`config.mk`:
```
export PLATFORM = sky130hd
export DESIGN_NAME = sca_ctrl
export DESIGN_NICKNAME = d
export VERILOG_FILES = /design/src/hw/rtl/size_class_superblock_allocator_assert.svh /design/src/hw/rtl/sca_pkg.sv /design/src/hw/rtl/sca_ctrl.sv
export SDC_FILE = /design/constraint.sdc
export NUM_CORES = 1
export LEC_CHECK = 0
export ABC_AREA = 0
export BUFFER_PORTS_ARGS = -buffer_cell sky130_fd_sc_hd__buf_2
export CAP_MARGIN = 5
export CORE_MARGIN = 2
export CORE_UTILIZATION = 50
export CTS_BUF_LIST = sky130_fd_sc_hd__clkbuf_4 sky130_fd_sc_hd__clkbuf_8
export DETAILED_ROUTE_END_ITERATION = 10
export GPL_ROUTABILITY_DRIVEN = 1
export PLACE_DENSITY = 0.87
export SLEW_MARGIN = 15
export SYNTH_ARGS = -nofsm -noshare
export SYNTH_HDL_FRONTEND = slang
export SYNTH_SLANG_ARGS = --single-unit
```
`constraint.sdc`:
```
create_clock -name i_clk -period 1.9 [get_ports i_clk]
set_input_delay 0.19 -clock i_clk [delete_from_list [all_inputs] [get_ports i_clk]]
set_output_delay 0.19 -clock i_clk [all_outputs]
set_load 0.02 [all_outputs]
```
`src/hw/rtl/size_class_superblock_allocator_assert.svh`:
```
// ---------------------------------------------------------------------------
// allocator assertion macros
// concurrent property wrappers shared by the allocator top level
// ---------------------------------------------------------------------------
`ifndef SIZE_CLASS_SUPERBLOCK_ALLOCATOR_ASSERT_SVH
`define SIZE_CLASS_SUPERBLOCK_ALLOCATOR_ASSERT_SVH

// same-cycle implication
`define SCA_ASSERT_NOW(label, clk, rst_n, ante, cons) \
    label: assert property (@(posedge clk) disable iff (!rst_n) (ante) |-> (cons)) \
        else $error("allocator assertion failed");

// next-cycle implication
`define SCA_ASSERT_NEXT(label, clk, rst_n, ante, cons) \
    label: assert property (@(posedge clk) disable iff (!rst_n) (ante) |=> (cons)) \
        else $error("allocator assertion failed");

`endif

```
`src/hw/rtl/sca_pkg.sv`:
```
`timescale 1ns / 1ps
// ---------------------------------------------------------------------------
// sca_pkg
// constants, types and helper functions of the size class allocator
// ---------------------------------------------------------------------------
package sca_pkg;

    localparam int PAGE_COUNT  = 64;
    localparam int PAGE_BYTES  = 4096;
    localparam int CLASS_COUNT = 7;
    localparam int MIN_SHIFT   = 5;
    localparam int MAX_REQUEST = 2048;
    localparam int OBJ_SLOTS   = PAGE_BYTES >> MIN_SHIFT;
    localparam int SLOT_W      = $clog2(OBJ_SLOTS);
    localparam int PI          = $clog2(PAGE_COUNT);
    localparam int PW          = $clog2(PAGE_COUNT + 1);
    localparam int KW          = (PW > SLOT_W ? PW : SLOT_W) + 1;
    localparam int ONF_W       = PI + SLOT_W;
    localparam int ONF_DEPTH   = PAGE_COUNT * OBJ_SLOTS;
    localparam logic [PW-1:0] NO_PAGE = PW'(PAGE_COUNT);

    typedef enum logic [1:0] {
        ST_OK,
        ST_SIZE,
        ST_NO_PAGE,
        ST_BAD_FREE
    } t_status;

    typedef enum logic [4:0] {
        OP_IDLE,
        OP_LATCH,
        OP_RESULT,
        OP_SCAN_START,
        OP_SCAN_NEXT,
        OP_INIT,
        OP_FILL,
        OP_WALK_START,
        OP_READ_P,
        OP_WALK_NEXT,
        OP_TAKE,
        OP_TAKE_DONE,
        OP_FREE_READ,
        OP_FREE_SETUP,
        OP_DUP_READ,
        OP_DUP_NEXT,
        OP_PUSH,
        OP_REL_START,
        OP_REL_NEXT,
        OP_RELEASE,
        OP_OUT_LOAD
    } t_dp_op;

    typedef enum logic [4:0] {
        S_IDLE,
        S_DECODE,
        S_SCAN,
        S_INIT,
        S_FILL,
        S_WREAD,
        S_WCHK,
        S_TAKE_DONE,
        S_FCLS,
        S_DUP,
        S_DUP2,
        S_RCHK,
        S_RREAD,
        S_RCHK2,
        S_EMIT
    } t_state;

    typedef struct packed {
        t_dp_op  op;
        t_status res;
    } t_dp_cmd;

    typedef struct packed {
        logic is_free;
        logic size_ok;
        logic cls_free_zero;
        logic scan_hit;
        logic scan_last;
        logic p_over;
        logic k_full;
        logic cnt_nz;
        logic cnt_full;
        logic k_eq_cnt;
        logic walk_eq_idx;
        logic free_pg_bad;
        logic free_fmt_bad;
        logic fill_last;
        logic whole_over;
    } t_dp_stat;

    typedef struct packed {
        logic [2:0]        cls;
        logic [SLOT_W-1:0] cnt;
        logic [7:0]        head;
        logic [PW-1:0]     nxt;
    } t_page;

    function automatic logic [SLOT_W-1:0] per_page(input logic [2:0] c);
        return SLOT_W'((PAGE_BYTES >> (int'(c) + MIN_SHIFT)) - 1);
    endfunction

    function automatic logic [2:0] size_class(input logic [15:0] sz);
        logic [2:0] c;
        c = 3'd6;
        for (int j = 5; j >= 0; j--) begin
            if (sz <= (16'd32 << j)) begin
                c = 3'(j);
            end
        end
        return c;
    endfunction

    function automatic logic size_ok(input logic [15:0] sz);
        return (sz != 16'd0) && (sz <= 16'(MAX_REQUEST));
    endfunction

endpackage

```
`src/hw/rtl/sca_ctrl.sv`:
```
`timescale 1ns / 1ps
// ---------------------------------------------------------------------------
// sca_ctrl
// allocator sequencer: request decode, list walks, pool scan, output slot
// ---------------------------------------------------------------------------
module sca_ctrl import sca_pkg::*; (
    input  logic     i_clk,
    input  logic     i_rst_n,
    input  logic     i_in_valid,
    output logic     o_in_ready,
    output logic     o_out_valid,
    input  logic     i_out_ready,
    input  t_dp_stat i_stat,
    output t_dp_cmd  o_cmd
);

    t_state r_state;
    t_state n_state;
    logic   r_out_valid;
    logic   slot_free;

    assign slot_free = !r_out_valid || i_out_ready;

    always_ff @(posedge i_clk) begin
        if (!i_rst_n) begin
            r_state     <= S_IDLE;
            r_out_valid <= 1'b0;
        end else begin
            r_state <= n_state;
            if (o_cmd.op == OP_OUT_LOAD) begin
                r_out_valid <= 1'b1;
            end else if (i_out_ready) begin
                r_out_valid <= 1'b0;
            end
        end
    end

    // next state
    always_comb begin
        n_state = r_state;
        unique case (r_state)
            S_IDLE:   if (i_in_valid) n_state = S_DECODE;
            S_DECODE: begin
                if (i_stat.is_free) begin
                    n_state = i_stat.free_pg_bad ? S_EMIT : S_FCLS;
                end else if (!i_stat.size_ok) begin
                    n_state = S_EMIT;
                end else begin
                    n_state = i_stat.cls_free_zero ? S_SCAN : S_WREAD;
                end
            end
            S_SCAN: begin
                if (i_stat.scan_hit) begin
                    n_state = S_INIT;
                end else if (i_stat.scan_last) begin
                    n_state = S_EMIT;
                end
            end
            S_INIT:      n_state = S_FILL;
            S_FILL:      if (i_stat.fill_last) n_state = S_WREAD;
            S_WREAD:     n_state = i_stat.p_over ? S_EMIT : S_WCHK;
            S_WCHK: begin
                if (i_stat.cnt_nz) begin
                    n_state = S_TAKE_DONE;
                end else if (i_stat.k_full) begin
                    n_state = S_EMIT;
                end else begin
                    n_state = S_WREAD;
                end
            end
            S_TAKE_DONE: n_state = S_EMIT;
            S_FCLS:      n_state = i_stat.free_fmt_bad ? S_EMIT : S_DUP;
            S_DUP: begin
                if (i_stat.k_eq_cnt) begin
                    n_state = S_RCHK;
                end else if (i_stat.walk_eq_idx) begin
                    n_state = S_EMIT;
                end else begin
                    n_state = S_DUP2;
                end
            end
            S_DUP2:      n_state = S_DUP;
            S_RCHK:      n_state = i_stat.whole_over ? S_RREAD : S_EMIT;
            S_RREAD:     n_state = (i_stat.p_over || i_stat.k_full) ? S_EMIT : S_RCHK2;
            S_RCHK2:     n_state = i_stat.cnt_full ? S_EMIT : S_RREAD;
            S_EMIT:      if (slot_free) n_state = S_IDLE;
            default:     n_state = S_IDLE;
        endcase
    end

    // commands
    always_comb begin
        o_cmd.op  = OP_IDLE;
        o_cmd.res = ST_OK;
        o_in_ready = 1'b0;
        unique case (r_state)
            S_IDLE: begin
                o_in_ready = 1'b1;
                if (i_in_valid) o_cmd.op = OP_LATCH;
            end
            S_DECODE: begin
                if (i_stat.is_free) begin
                    if (i_stat.free_pg_bad) begin
                        o_cmd.op  = OP_RESULT;
                        o_cmd.res = ST_BAD_FREE;
                    end else begin
                        o_cmd.op = OP_FREE_READ;
                    end
                end else if (!i_stat.size_ok) begin
                    o_cmd.op  = OP_RESULT;
                    o_cmd.res = ST_SIZE;
                end else begin
                    o_cmd.op = i_stat.cls_free_zero ? OP_SCAN_START : OP_WALK_START;
                end
            end
            S_SCAN: begin
                if (i_stat.scan_hit) begin
                    o_cmd.op = OP_IDLE;
                end else if (i_stat.scan_last) begin
                    o_cmd.op  = OP_RESULT;
                    o_cmd.res = ST_NO_PAGE;
                end else begin
                    o_cmd.op = OP_SCAN_NEXT;
                end
            end
            S_INIT: o_cmd.op = OP_INIT;
            S_FILL: o_cmd.op = OP_FILL;
            S_WREAD: begin
                if (i_stat.p_over) begin
                    o_cmd.op  = OP_RESULT;
                    o_cmd.res = ST_NO_PAGE;
                end else begin
                    o_cmd.op = OP_READ_P;
                end
            end
            S_WCHK: begin
                if (i_stat.cnt_nz) begin
                    o_cmd.op = OP_TAKE;
                end else if (i_stat.k_full) begin
                    o_cmd.op  = OP_RESULT;
                    o_cmd.res = ST_NO_PAGE;
                end else begin
                    o_cmd.op = OP_WALK_NEXT;
                end
            end
            S_TAKE_DONE: o_cmd.op = OP_TAKE_DONE;
            S_FCLS: begin
                if (i_stat.free_fmt_bad) begin
                    o_cmd.op  = OP_RESULT;
                    o_cmd.res = ST_BAD_FREE;
                end else begin
                    o_cmd.op = OP_FREE_SETUP;
                end
            end
            S_DUP: begin
                if (i_stat.k_eq_cnt) begin
                    o_cmd.op = OP_PUSH;
                end else if (i_stat.walk_eq_idx) begin
                    o_cmd.op  = OP_RESULT;
                    o_cmd.res = ST_BAD_FREE;
                end else begin
                    o_cmd.op = OP_DUP_READ;
                end
            end
            S_DUP2: o_cmd.op = OP_DUP_NEXT;
            S_RCHK: begin
                if (i_stat.whole_over) begin
                    o_cmd.op = OP_REL_START;
                end else begin
                    o_cmd.op  = OP_RESULT;
                    o_cmd.res = ST_OK;
                end
            end
            S_RREAD: begin
                if (i_stat.p_over || i_stat.k_full) begin
                    o_cmd.op  = OP_RESULT;
                    o_cmd.res = ST_OK;
                end else begin
                    o_cmd.op = OP_READ_P;
                end
            end
            S_RCHK2: o_cmd.op = i_stat.cnt_full ? OP_RELEASE : OP_REL_NEXT;
            S_EMIT:  if (slot_free) o_cmd.op = OP_OUT_LOAD;
            default: o_cmd.op = OP_IDLE;
        endcase
    end

    assign o_out_valid = r_out_valid;

endmodule

```
==> summary.txt, run 1 <==
Outcome
  • Status: complete, but fails checks
  • Failing checks: negative setup slack

CTS
  • Clk buf depth: 2
  • Root Driver: clkbuf_4
  • # Post-CTS Setup Buffers: 0
  • Hold Buf Count CTS: 0
  • # clock sinks: 5
  • Num CTS Buffers: 3
  • Worst skew pair latency: 250 ps
  • H-tree Lvls: 1
  • CTS tree: done
  • Clk pin slew, worst setup/hold paths: 50 ps

STA
  • Slew of the pin with the lowest slew margin: 391 ps
  • Relative slew slack: 73.9%
  • RSZ-0062 raised after global routing: yes
  • Period utilization: 101%
  • Hold WS: 210 ps
  • Min Tclk post-route: 1910 ps
  • Clk_skew: 6.17 ps
  • Final worst slack: -14.6 ps
  • Setup violations, final: 2
  • FMAX: 522 MHz
  • Final count of pins violating max slew: 0
  • Fin. Hold Viols: 0

Power and ir drop
  • Switch share: 47.8%
  • Power Internal: 713 µW
  • Switching power: 652 µW
  • Combinational Power Share: 74.4%
  • Total Power: 1370 µW
  • Flop pwr share: 15.1%
  • Maximum vdd drop: 0.000835 V
  • Clock share of power: 10.6%
  • Pleak: 0.000518 µW
  • Power Dens Cells: 1100 nW/µm²

Hold path
  • Min-Delay Path Depth: 2
  • Hold WC Path Type: input port to flip-flop

Routing
  • DRC Markers: 0
  • Pre-antenna DRT Iters: 4
  • Wire per inst: 16.1 µm
  • Number of DRC markers in iteration 0: 94
  • Post-DRT Antenna Nets: 0
  • DR vias/cell: 6.43
  • Via Count: 1261
  • Post-Route WL: 3.15 mm

Job
  • Max Cap Violations: 0

Floorplanning
  • Die Span X: 46.4 µm
  • Die ar.: 2160 µm²
  • Row cnt: 15
  • Die Y-Extent: 46.4 µm
  • # IOs: 28
  • Core area: 1710 µm²
  • Initial core utilization: 52.7%

Setup path
  • R2r setup slk: 140 ps
  • R2r startpoint: r_state[0]$_SDFFE_PN0P_
  • Worst reg2reg endpoint: r_state[2]$_SDFFE_PN0P_
  • Required @ worst endpoint: 1710 ps
  • CP Launch Point: r_state[2]$_SDFFE_PN0P_
  • CP arrival: 1720 ps
  • Startpoint class of the critical path: flip-flop
  • CP Capture Point: o_cmd[3]
  • Crit path kind: flip-flop to output pin
  • Worst setup EP type: output pin
  • Worst r2r path cells: 4
  • Worst-path fanout max: 12

Placed design
  • Routability congestion estimate: 0.983
  • Placed Cells incl. Taps: 192
  • DP HPWL: 2.29 mm
  • IO buf count: 27
  • Place WS: 38.0 ps
  • DP Area: 1130 µm²

Yosys
  • Synth top area cells: dfxtp_1 11%, nand2b_1 6.3%, nand2_1 5.4%
  • Number of synthesized flops with an enable pin: 0
  • Avg Inst Size Synth: 6.62 µm²
  • Post-synth top flop: dfxtp_1
  • Ys async rst share: 0%
  • #FFs+latches synth: 5
  • Synth top area share: 11.1%
  • Cells after Synth: 136
  • Syn nets: 155
  • Yosys top cell by area: dfxtp_1
  • Sequential area share after synthesis: 11.1%
  • Mapped Area: 901 µm²
  • Yosys cell types: 50
  • Synth Warn #: 0

Final layout
  • Final antenna diode count: 0
  • Fin area: 1240 µm²
  • Final #Nets: 191
  • Fill cell count: 131
  • Non-filler cells, final: 196
  • Layout cells sized above 1: 38.0%
  • Synth-to-layout area growth: 37.5%

Global routing
  • Met3 Resource Use GR: 9.41%
  • Initial antenna violation count: 0
  • Vias in the first global route: 1116
  • Grt total ovfl: 0
  • Largest net degree at the start of global routing: 19
  • GR Util All Layers: 31.7%
  • Met2 Usage GRT: 50.6%
  • First-pass GRT wire length: 4.88 mm
  • Gr busiest metal: met2
  • Met1 Use GR: 37.6%
-- synth_stat cells, drive strengths merged, types with 5 or more instances --
library cell  number
dfxtp              5
buf                6
nand2             13
nand3              5
a21oi              9
nor2b              5
inv                5
nor2              11
clkbuf             5
o21ai              8
nand2b             9
-- power groups by stage --
stage / Sequential (µW) / Combinational, µW / Clock (µW)
finish: 206 / 1020 / 144
global route: 209 / 1100 / 158
CTS: 199 / 980 / 142
detailed placement: 189 / 910 / 0
global placement: 185 / 888 / 0
floorplan: 150 / 647 / 0
-- layout make-up --
| type | instances | area (µm²) | area share (%) |
|---|---|---|---|
| clock buffers | 4 | 30.0 | 2.42 |
| repair buffers | 42 | 275 | 22.2 |
| flip-flops and latches | 5 | 110 | 8.89 |
| multi-input cells | 115 | 773 | 62.4 |
| inverters | 5 | 18.8 | 1.52 |
| well taps | 25 | 31.3 | 2.53 |
-- stage by stage --
step	TNS [ps]	utilization [%]
floorplan	0	-
global placement	0	66.2
detailed placement	0	66.2
CTS	-0.0139	71.2
global route	-244	72.5
finish	-17.5	72.5
-- metal layers --
metal  share of wire, %  up-vias
met4                3.1        0
met2                 49       80
li1                   -      586
met5                  0        -
met3                 11       15
met1                 37      580
-- layout by cell type, fill, tap and decap left out, types with 2 or more instances in the layout --
| cell | synthesis | layout |
|---|---|---|
| clkbuf_4 | 0 | 4 |
| nand3b_1 | 3 | 3 |
| nor4b_2 | 0 | 2 |
| buf_6 | 0 | 4 |
| a21oi_1 | 9 | 7 |
| or4b_4 | 1 | 2 |
| nand4b_1 | 2 | 2 |
| o21ai_0 | 8 | 8 |
| o22ai_1 | 3 | 3 |
| nand4_1 | 3 | 3 |
| a21oi_2 | 0 | 2 |
| nand2_1 | 13 | 13 |
| nor2_1 | 11 | 11 |
| nor3b_1 | 3 | 2 |
| nor2b_1 | 5 | 4 |
| buf_4 | 1 | 16 |
| dfxtp_4 | 0 | 2 |
| o211ai_1 | 3 | 3 |
| a221o_1 | 2 | 2 |
| nand2b_1 | 9 | 9 |
| nand3_1 | 5 | 5 |
| inv_1 | 5 | 4 |
| or3_1 | 2 | 2 |
| dfxtp_2 | 0 | 2 |
| buf_2 | 4 | 22 |
| or3b_4 | 0 | 2 |
| o31ai_1 | 2 | 2 |
-- timing repair --
item                       4_1_cts  5_1_grt
pin swaps                        2        0
setup endpoints to repair        6        5
resized for setup               20        6
-- worst max-delay path, cell delays in order (launching register included) --
cell and delay, ps:
dfxtp_4 380, buf_4 190, buf_4 160, nor3b_2 40
o211ai_1 150, and4_1 270, nand4_1 110, buf_4 170
-- worst min path at each step --
stage	from	end	slack [ps]
after floorplan	i_rst_n	r_state[0]$_SDFFE_PN0P_	320
after global placement	i_rst_n	r_state[2]$_SDFFE_PN0P_	480
after detailed placement	i_rst_n	r_state[3]$_SDFFE_PN0P_	470
after CTS	i_rst_n	r_state[3]$_SDFFE_PN0P_	210
after global routing	i_rst_n	r_state[0]$_SDFFE_PN0P_	210
final	i_rst_n	r_state[3]$_SDFFE_PN0P_	210
-- state kept, by name, indices dropped and copies added (netlist names) --
register,cells
o_out_valid,1
r_state,4
-- logic make-up (layout without fill, tap and decap cells) --
kind of cell / Yosys count / in the layout / share of synthesized area (%)
buffers and inverters: 16 / 51 / 7.64
muxes: 1 / 1 / 1.11
DFF: 5 / 5 / 11.1
and+or+nand+nor: 73 / 73 / 48.6
AOI/OAI and AO/OA: 41 / 41 / 31.5
(Power assumes the default switching activity.)
==> run 2, diff against run 1 <==
--- a/config.mk
+++ b/config.mk
@@ -9,11 +9,11 @@
 export BUFFER_PORTS_ARGS = -buffer_cell sky130_fd_sc_hd__buf_2
 export CAP_MARGIN = 5
 export CORE_MARGIN = 2
-export CORE_UTILIZATION = 50
+export CORE_UTILIZATION = 35
 export CTS_BUF_LIST = sky130_fd_sc_hd__clkbuf_4 sky130_fd_sc_hd__clkbuf_8
 export DETAILED_ROUTE_END_ITERATION = 10
 export GPL_ROUTABILITY_DRIVEN = 1
-export PLACE_DENSITY = 0.87
+export PLACE_DENSITY = 0.67
 export SLEW_MARGIN = 15
 export SYNTH_ARGS = -nofsm -noshare
 export SYNTH_HDL_FRONTEND = slang
==> run 2 against run 1 <==
The flow still finishes with violations (negative setup slack). Worst setup slack got worse by 11 ps. Design area up 8.8%. Cell count increased by 6.6%. Largest cell class unchanged. Sequential power rose by 6%. Via count rose by 1.2%. Critical path type unchanged. Flip-flop and latch count unchanged. Clock skew is 2.9 ps lower.
==> summary.txt, run 2 (synthesis results as in run 1) <==
Outcome
  • Status: complete, but fails checks
  • Failing checks: negative setup slack

Final layout
  • Number of flip-flops in the largest register: 4 (unchanged)
  • Layout cells sized above 1: 42.5% (+4.4 points)
  • Synth-to-layout area growth: 49.6%
  • Commonest cells after routing, fill and taps aside: 23 x buf_2, 22 x buf_4, 13 x nand2_1
  • Final Util: 54.9% (-18 points)
  • Top reg by flops: r_state
  • Commonest non-fill, non-tap cell in the layout: buf_2
  • Final #Nets: 199 (+4.2%)
  • Final antenna diode count: 0 (unchanged)

CTS
  • Root Driver: clkbuf_4
  • Hold Buf Count CTS: 0 (unchanged)
  • Worst skew pair latency: 260 ps (about the same)
  • Clk buf depth: 2 (unchanged)
  • Clk pin slew, worst setup/hold paths: 40 ps (about the same)
  • Num CTS Buffers: 3 (unchanged)
  • # clock sinks: 5 (unchanged)
  • CTS tree: done
  • H-tree Lvls: 1 (unchanged)

Floorplanning
  • Initial core utilization: 36.7% (-16 points)
  • Row cnt: 18 (+3)
  • Die Span X: 54.7 µm (+18%)
  • Die Y-Extent: 54.7 µm (+18%)
  • Die ar.: 3000 µm² (+39%)
  • Core area: 2450 µm² (+44%)
  • # IOs: 28 (unchanged)

Job
  • Max Cap Violations: 0 (unchanged)

Global routing
  • Grt total ovfl: 0 (unchanged)
  • Initial antenna violation count: 0 (unchanged)
  • Vias in the first global route: 1084 (-2.9%)
  • Largest net degree at the start of global routing: 17 (-2)
  • GR Util All Layers: 23.1% (-8.6 points)
  • First-pass GRT wire length: 5.02 mm (+2.8%)

Routing
  • Via Count: 1276 (+1.2%)
  • Number of DRC markers in iteration 0: 66 (-30%)
  • Wire per inst: 16.1 µm (+0.21%)
  • DRC Markers: 0 (unchanged)
  • DR vias/cell: 6.11 (-5.1%)
  • Pre-antenna DRT Iters: 4 (unchanged)
  • Post-DRT Antenna Nets: 0 (unchanged)
  • Post-Route WL: 3.36 mm (+6.9%)

STA
  • Slew of the pin with the lowest slew margin: 482 ps (+91.8 ps)
  • TNS Setup: -25.8 ps (-8.22 ps)
  • RSZ-0062 raised after global routing: yes
  • Final worst slack: -25.8 ps (-11.2 ps)
  • Relative slew slack: 67.8% (-6.1 points)
  • FMAX: 519 MHz (-0.58%)
  • Fin. Hold Viols: 0 (unchanged)
  • Setup violations, final: 1 (-1)
  • Clk_skew: 3.32 ps (-2.86 ps)
  • Final count of pins violating max slew: 0 (unchanged)
  • Min Tclk post-route: 1930 ps (+11.2 ps)
  • Period utilization: 101% (+0.59 points)

Placed design
  • DP HPWL: 2.30 mm (+0.41%)
  • Routability congestion estimate: 0.903 (-8.1%)
  • IO buf count: 27 (unchanged)

Setup path
  • Required @ worst endpoint: 1710 ps (about the same)
  • Crit path max-delay cell type: or4_1
  • Largest stage delay, worst path: 410 ps (+30 ps)
  • Worst-path fanout max: 13 (+1)
  • R2r startpoint: r_state[2]$_SDFFE_PN0P_
  • Crit path kind: flip-flop to output pin
  • Crit-path cells: buf_8 > nand3b_1 > nor2_1 > or4_1 > nand4_1 > buf_4
  • CP Capture Point: o_cmd[3]
  • Worst setup EP type: output pin
  • CP Launch Point: r_state[3]$_SDFFE_PN0P_
  • Startpoint class of the critical path: flip-flop
  • CP arrival: 1740 ps (+20 ps)
  • Worst r2r path cells: 4 (unchanged)
  • R2r setup slk: 140 ps (about the same)
  • Worst reg2reg endpoint: r_state[2]$_SDFFE_PN0P_

Power and ir drop
  • Combinational Power Share: 75.0% (+0.6 points)
  • Power Internal: 780 µW (+9.3%)
  • Power Dens Cells: 1080 nW/µm² (-1.9%)
  • Flop pwr share: 15.0% (about the same)
  • Switch share: 46.5% (-1.3 points)
  • Clock share of power: 10.0% (-0.6 points)
  • Pleak: 0.000569 µW (+9.8%)
  • Switching power: 678 µW (+3.9%)
  • Maximum vdd drop: 0.000590 V (-29%)

Hold path
  • Hold WC Path Type: input port to flip-flop
==> run 2: changes by cell type in the layout (fill, tap and decap cells not counted), sizes merged <==
cell  delta
buf      +8
==> run 2: routing by layer <==
layer  GRT usage, %  routed length, µm  part of all wire (%)
met5              0                  0                     0
met4           10.4                 87                   2.6
met3           3.28                244                   7.3
met2           36.5               1560                    46
met1           30.7               1470                    44
==> run 2: power by group through the flow <==
stage	Clock, µW	Combinational, µW	Sequential [µW]
global placement	0	915	194
floorplan	0	647	150
global route	154	1170	221
finish	145	1090	219
detailed placement	0	922	195
CTS	145	1020	209
==> run 2: worst min-delay path by stage <==
stage	from	to	slack [ps]	cells after the start
2_1_floorplan	i_rst_n	r_state[0]$_SDFFE_PN0P_	320	1
3_3_place_gp	i_rst_n	r_state[0]$_SDFFE_PN0P_	470	2
3_5_place_dp	i_rst_n	r_state[0]$_SDFFE_PN0P_	470	2
4_1_cts	i_rst_n	r_state[0]$_SDFFE_PN0P_	200	2
5_1_grt	i_rst_n	r_state[3]$_SDFFE_PN0P_	220	2
6_report	i_rst_n	r_state[0]$_SDFFE_PN0P_	200	2
==> run 2: area by class of cell <==
cell class	count	area [µm²]
fill	239	1110
multi-input combinational	115	797
timing repair buffer	50	349
sequential	5	115
tap	30	37.5
clock buffer	4	30.0
inverter	5	18.8
==> run 2: through the flow <==
step	hold slack, ps	cell area, µm²	cells	setup slack [ps]	power, µW
global route	216	1350	209	-64.1	1540
finish	201	1350	209	-25.8	1460
global placement	471	1160	199	44.8	1110
CTS	201	1270	205	4.59	1370
floorplan	321	901	136	164	798
detailed placement	473	1160	199	53.2	1120
==> run 2: worst max-delay path: cells and delay by family, from the launching register on <==
kind | cells | cell delay, ps
buf+inv | 2 | 300
flops | 1 | 400
simple gates | 4 | 780
==> run 2: what timing repair did <==
item / in CTS / in global routing
setup buffers: 2 / 4
endpoints found under the setup margin: 6 / 5
endpoints found under the hold margin: 0 / 0
resized for setup: 23 / 9
pin swaps: 2 / 5
==> run 3, diff against run 2 <==
--- a/config.mk
+++ b/config.mk
@@ -8,6 +8,7 @@
 export ABC_AREA = 0
 export BUFFER_PORTS_ARGS = -buffer_cell sky130_fd_sc_hd__buf_2
 export CAP_MARGIN = 5
+export CORE_ASPECT_RATIO = 0.7
 export CORE_MARGIN = 2
 export CORE_UTILIZATION = 35
 export CTS_BUF_LIST = sky130_fd_sc_hd__clkbuf_4 sky130_fd_sc_hd__clkbuf_8
==> run 3 against run 2 <==
The flow now finishes without violations. Routed wire length grew 3.6%. Clock power grew 46%. Combinational power grew 4%. Register-to-register slack is essentially flat. Largest cell class unchanged.
==> summary.txt, run 3 (synthesis results as in run 1) <==
Floorplanning
  • Core area: 2460 µm² (+0.15%)
  • Initial core utilization: 36.6% (-0.056 points)
  • Die Span X: 64.6 µm (+18%)
  • Row cnt: 15 (-3)
  • Die ar.: 3000 µm² (+0.21%)
  • # IOs: 28 (unchanged)
  • Die Y-Extent: 46.4 µm (-15%)

Final layout
  • Fin area: 1380 µm² (+2.2%)
  • Commonest non-fill, non-tap cell in the layout: buf_2
  • Number of flip-flops in the largest register: 4 (unchanged)
  • Final antenna diode count: 0 (unchanged)
  • Synth-to-layout area growth: 52.9%
  • Top reg by flops: r_state
  • Commonest cells after routing, fill and taps aside: 23 x buf_2, 18 x buf_4, 13 x nand2_1
  • Layout cells sized above 1: 40.1% (-2.3 points)
  • Final #Nets: 197 (-1.0%)

STA
  • Fin. Hold Viols: 0 (unchanged)
  • Period utilization: 98.5% (-2.9 points)
  • Slew of the pin with the lowest slew margin: 466 ps (-16.5 ps)
  • Hold WS: 241 ps (+40.5 ps)
  • Final worst slack: 29.3 ps (+55.0 ps)
  • TNS Setup: 0 ps (+25.8 ps)
  • RSZ-0062 raised after global routing: yes
  • Setup violations, final: 0 (-1)
  • Relative slew slack: 68.9% (+1.1 points)
  • FMAX: 535 MHz (+2.9%)
  • Final count of pins violating max slew: 0 (unchanged)
  • Clk_skew: 0.243 ps (-3.07 ps)
  • Min Tclk post-route: 1870 ps (-55.0 ps)

Global routing
  • Vias in the first global route: 1055 (-2.7%)
  • Initial antenna violation count: 0 (unchanged)
  • Grt total ovfl: 0 (unchanged)
  • GR Util All Layers: 21.7% (-1.4 points)
  • Largest net degree at the start of global routing: 24 (+7)
  • First-pass GRT wire length: 5.00 mm (-0.42%)

Routing
  • DR vias/cell: 6.12 (+0.29%)
  • Via Count: 1292 (+1.3%)
  • Pre-antenna DRT Iters: 5 (+1)
  • Number of DRC markers in iteration 0: 78 (+18%)
  • Post-Route WL: 3.49 mm (+3.6%)
  • Wire per inst: 16.5 µm (+2.6%)
  • DRC Markers: 0 (unchanged)
  • Post-DRT Antenna Nets: 0 (unchanged)

CTS
  • Num CTS Buffers: 3 (unchanged)
  • Clk pin slew, worst setup/hold paths: 40 ps (about the same)
  • # clock sinks: 5 (unchanged)
  • H-tree Lvls: 1 (unchanged)
  • CTS tree: done
  • Clk buf depth: 2 (unchanged)
  • Root Driver: clkbuf_8
  • Worst skew pair latency: 220 ps (-40 ps)

Power and ir drop
  • Pleak: 0.000572 µW (+0.54%)
  • Total Power: 1550 µW (+6.5%)
  • Maximum vdd drop: 0.000697 V (+18%)
  • Power Dens Cells: 1130 nW/µm² (+4.2%)

Setup path
  • CP arrival: 1680 ps (-60 ps)
  • Worst setup EP type: output pin
  • Worst-path fanout max: 9 (-4)
  • Required @ worst endpoint: 1710 ps (about the same)
  • Largest stage delay, worst path: 530 ps (+120 ps)
  • Crit path max-delay cell type: or4b_4
  • Startpoint class of the critical path: flip-flop
  • Crit path kind: flip-flop to output pin
  • Crit-path cells: or4b_4 > a21oi_2 > o21a_1 > a221o_1 > buf_6

Outcome
  • Status: finished clean

Job
  • Max Cap Violations: 0 (unchanged)

Hold path
  • Hold WC Path Type: input port to flip-flop

Placed design
  • IO buf count: 27 (unchanged)
  • Place WS: 84.8 ps (+31.6 ps)
  • DP HPWL: 2.42 mm (+5.0%)
  • DP Area: 1150 µm² (-1.5%)
  • Routability congestion estimate: 0.927 (+2.6%)
-- run 3: cell types whose count changed in the layout (fill, tap and decap cells not counted), moves of 2 or more --
cell       previous run  this run
buf_4                22        18
clkbuf_4              4         1
clkbuf_8              0         3
a21oi_1               5         7
clkbuf_16             0         2
-- run 3: power by group --
part	internal, µW	switching, µW
clock	158	52.7
sequential	143	68.4
combinational	560	570
total	862	691
-- run 3: final cells by class --
type                    count  area (µm²)
clock buffers               4        48.8
fillers                   247        1080
inverters                   5        18.8
multi-input cells         115         786
flip-flops and latches      5         113
well taps                  34        42.5
repair buffers             48         369
-- run 3: layer usage --
layer | vias up | part of all wire (%) | wire [µm] | GRT usage [%]
li1 | 601 | - | - | -
met1 | 601 | 42 | 1460 | 31.9
met2 | 86 | 42 | 1470 | 33.3
met3 | 4 | 15 | 512 | 5.38
met4 | 0 | 1.2 | 42 | 1.28
met5 | - | 0 | 0 | 0
-- run 3: what timing repair did --
| action | CTS | global route |
|---|---|---|
| endpoints found under the setup margin | 6 | 5 |
| endpoints found under the hold margin | 0 | 0 |
| setup buffers | 0 | 5 |
| resized for setup | 16 | 12 |
| hold buffers | 0 | 0 |
| pin swaps | 1 | 3 |
| cloned | 0 | 2 |
-- run 3: stage by stage --
stage / std cells / utilization [%]
after CTS: 204 / 50.4
after detailed placement: 200 / 46.6
final: 211 / 56.0
after floorplan: 136 / -
after global placement: 200 / 46.6
after global routing: 211 / 56.0
-- run 3: path summary, 6_finish.rpt --
path                              endpoint  slack, ps                      from  depth (start not counted)
setup reg to reg   r_state[3]$_SDFFE_PN0P_        150   r_state[3]$_SDFFE_PN0P_                          4
hold reg to reg   o_out_valid$_SDFFE_PN0P_        600  o_out_valid$_SDFFE_PN0P_                          2
hold / removal     r_state[0]$_SDFFE_PN0P_        240                   i_rst_n                          2
setup / recovery                  o_cmd[2]         30   r_state[3]$_SDFFE_PN0P_                          5
-- run 3: worst max-delay path, delay by kind of cell (launching register included) --
kind	cells	cell delay, ps
AOI/OAI and AO/OA	3	430
buffers and inverters	1	120
DFF	1	380
and+or+nand+nor	1	530
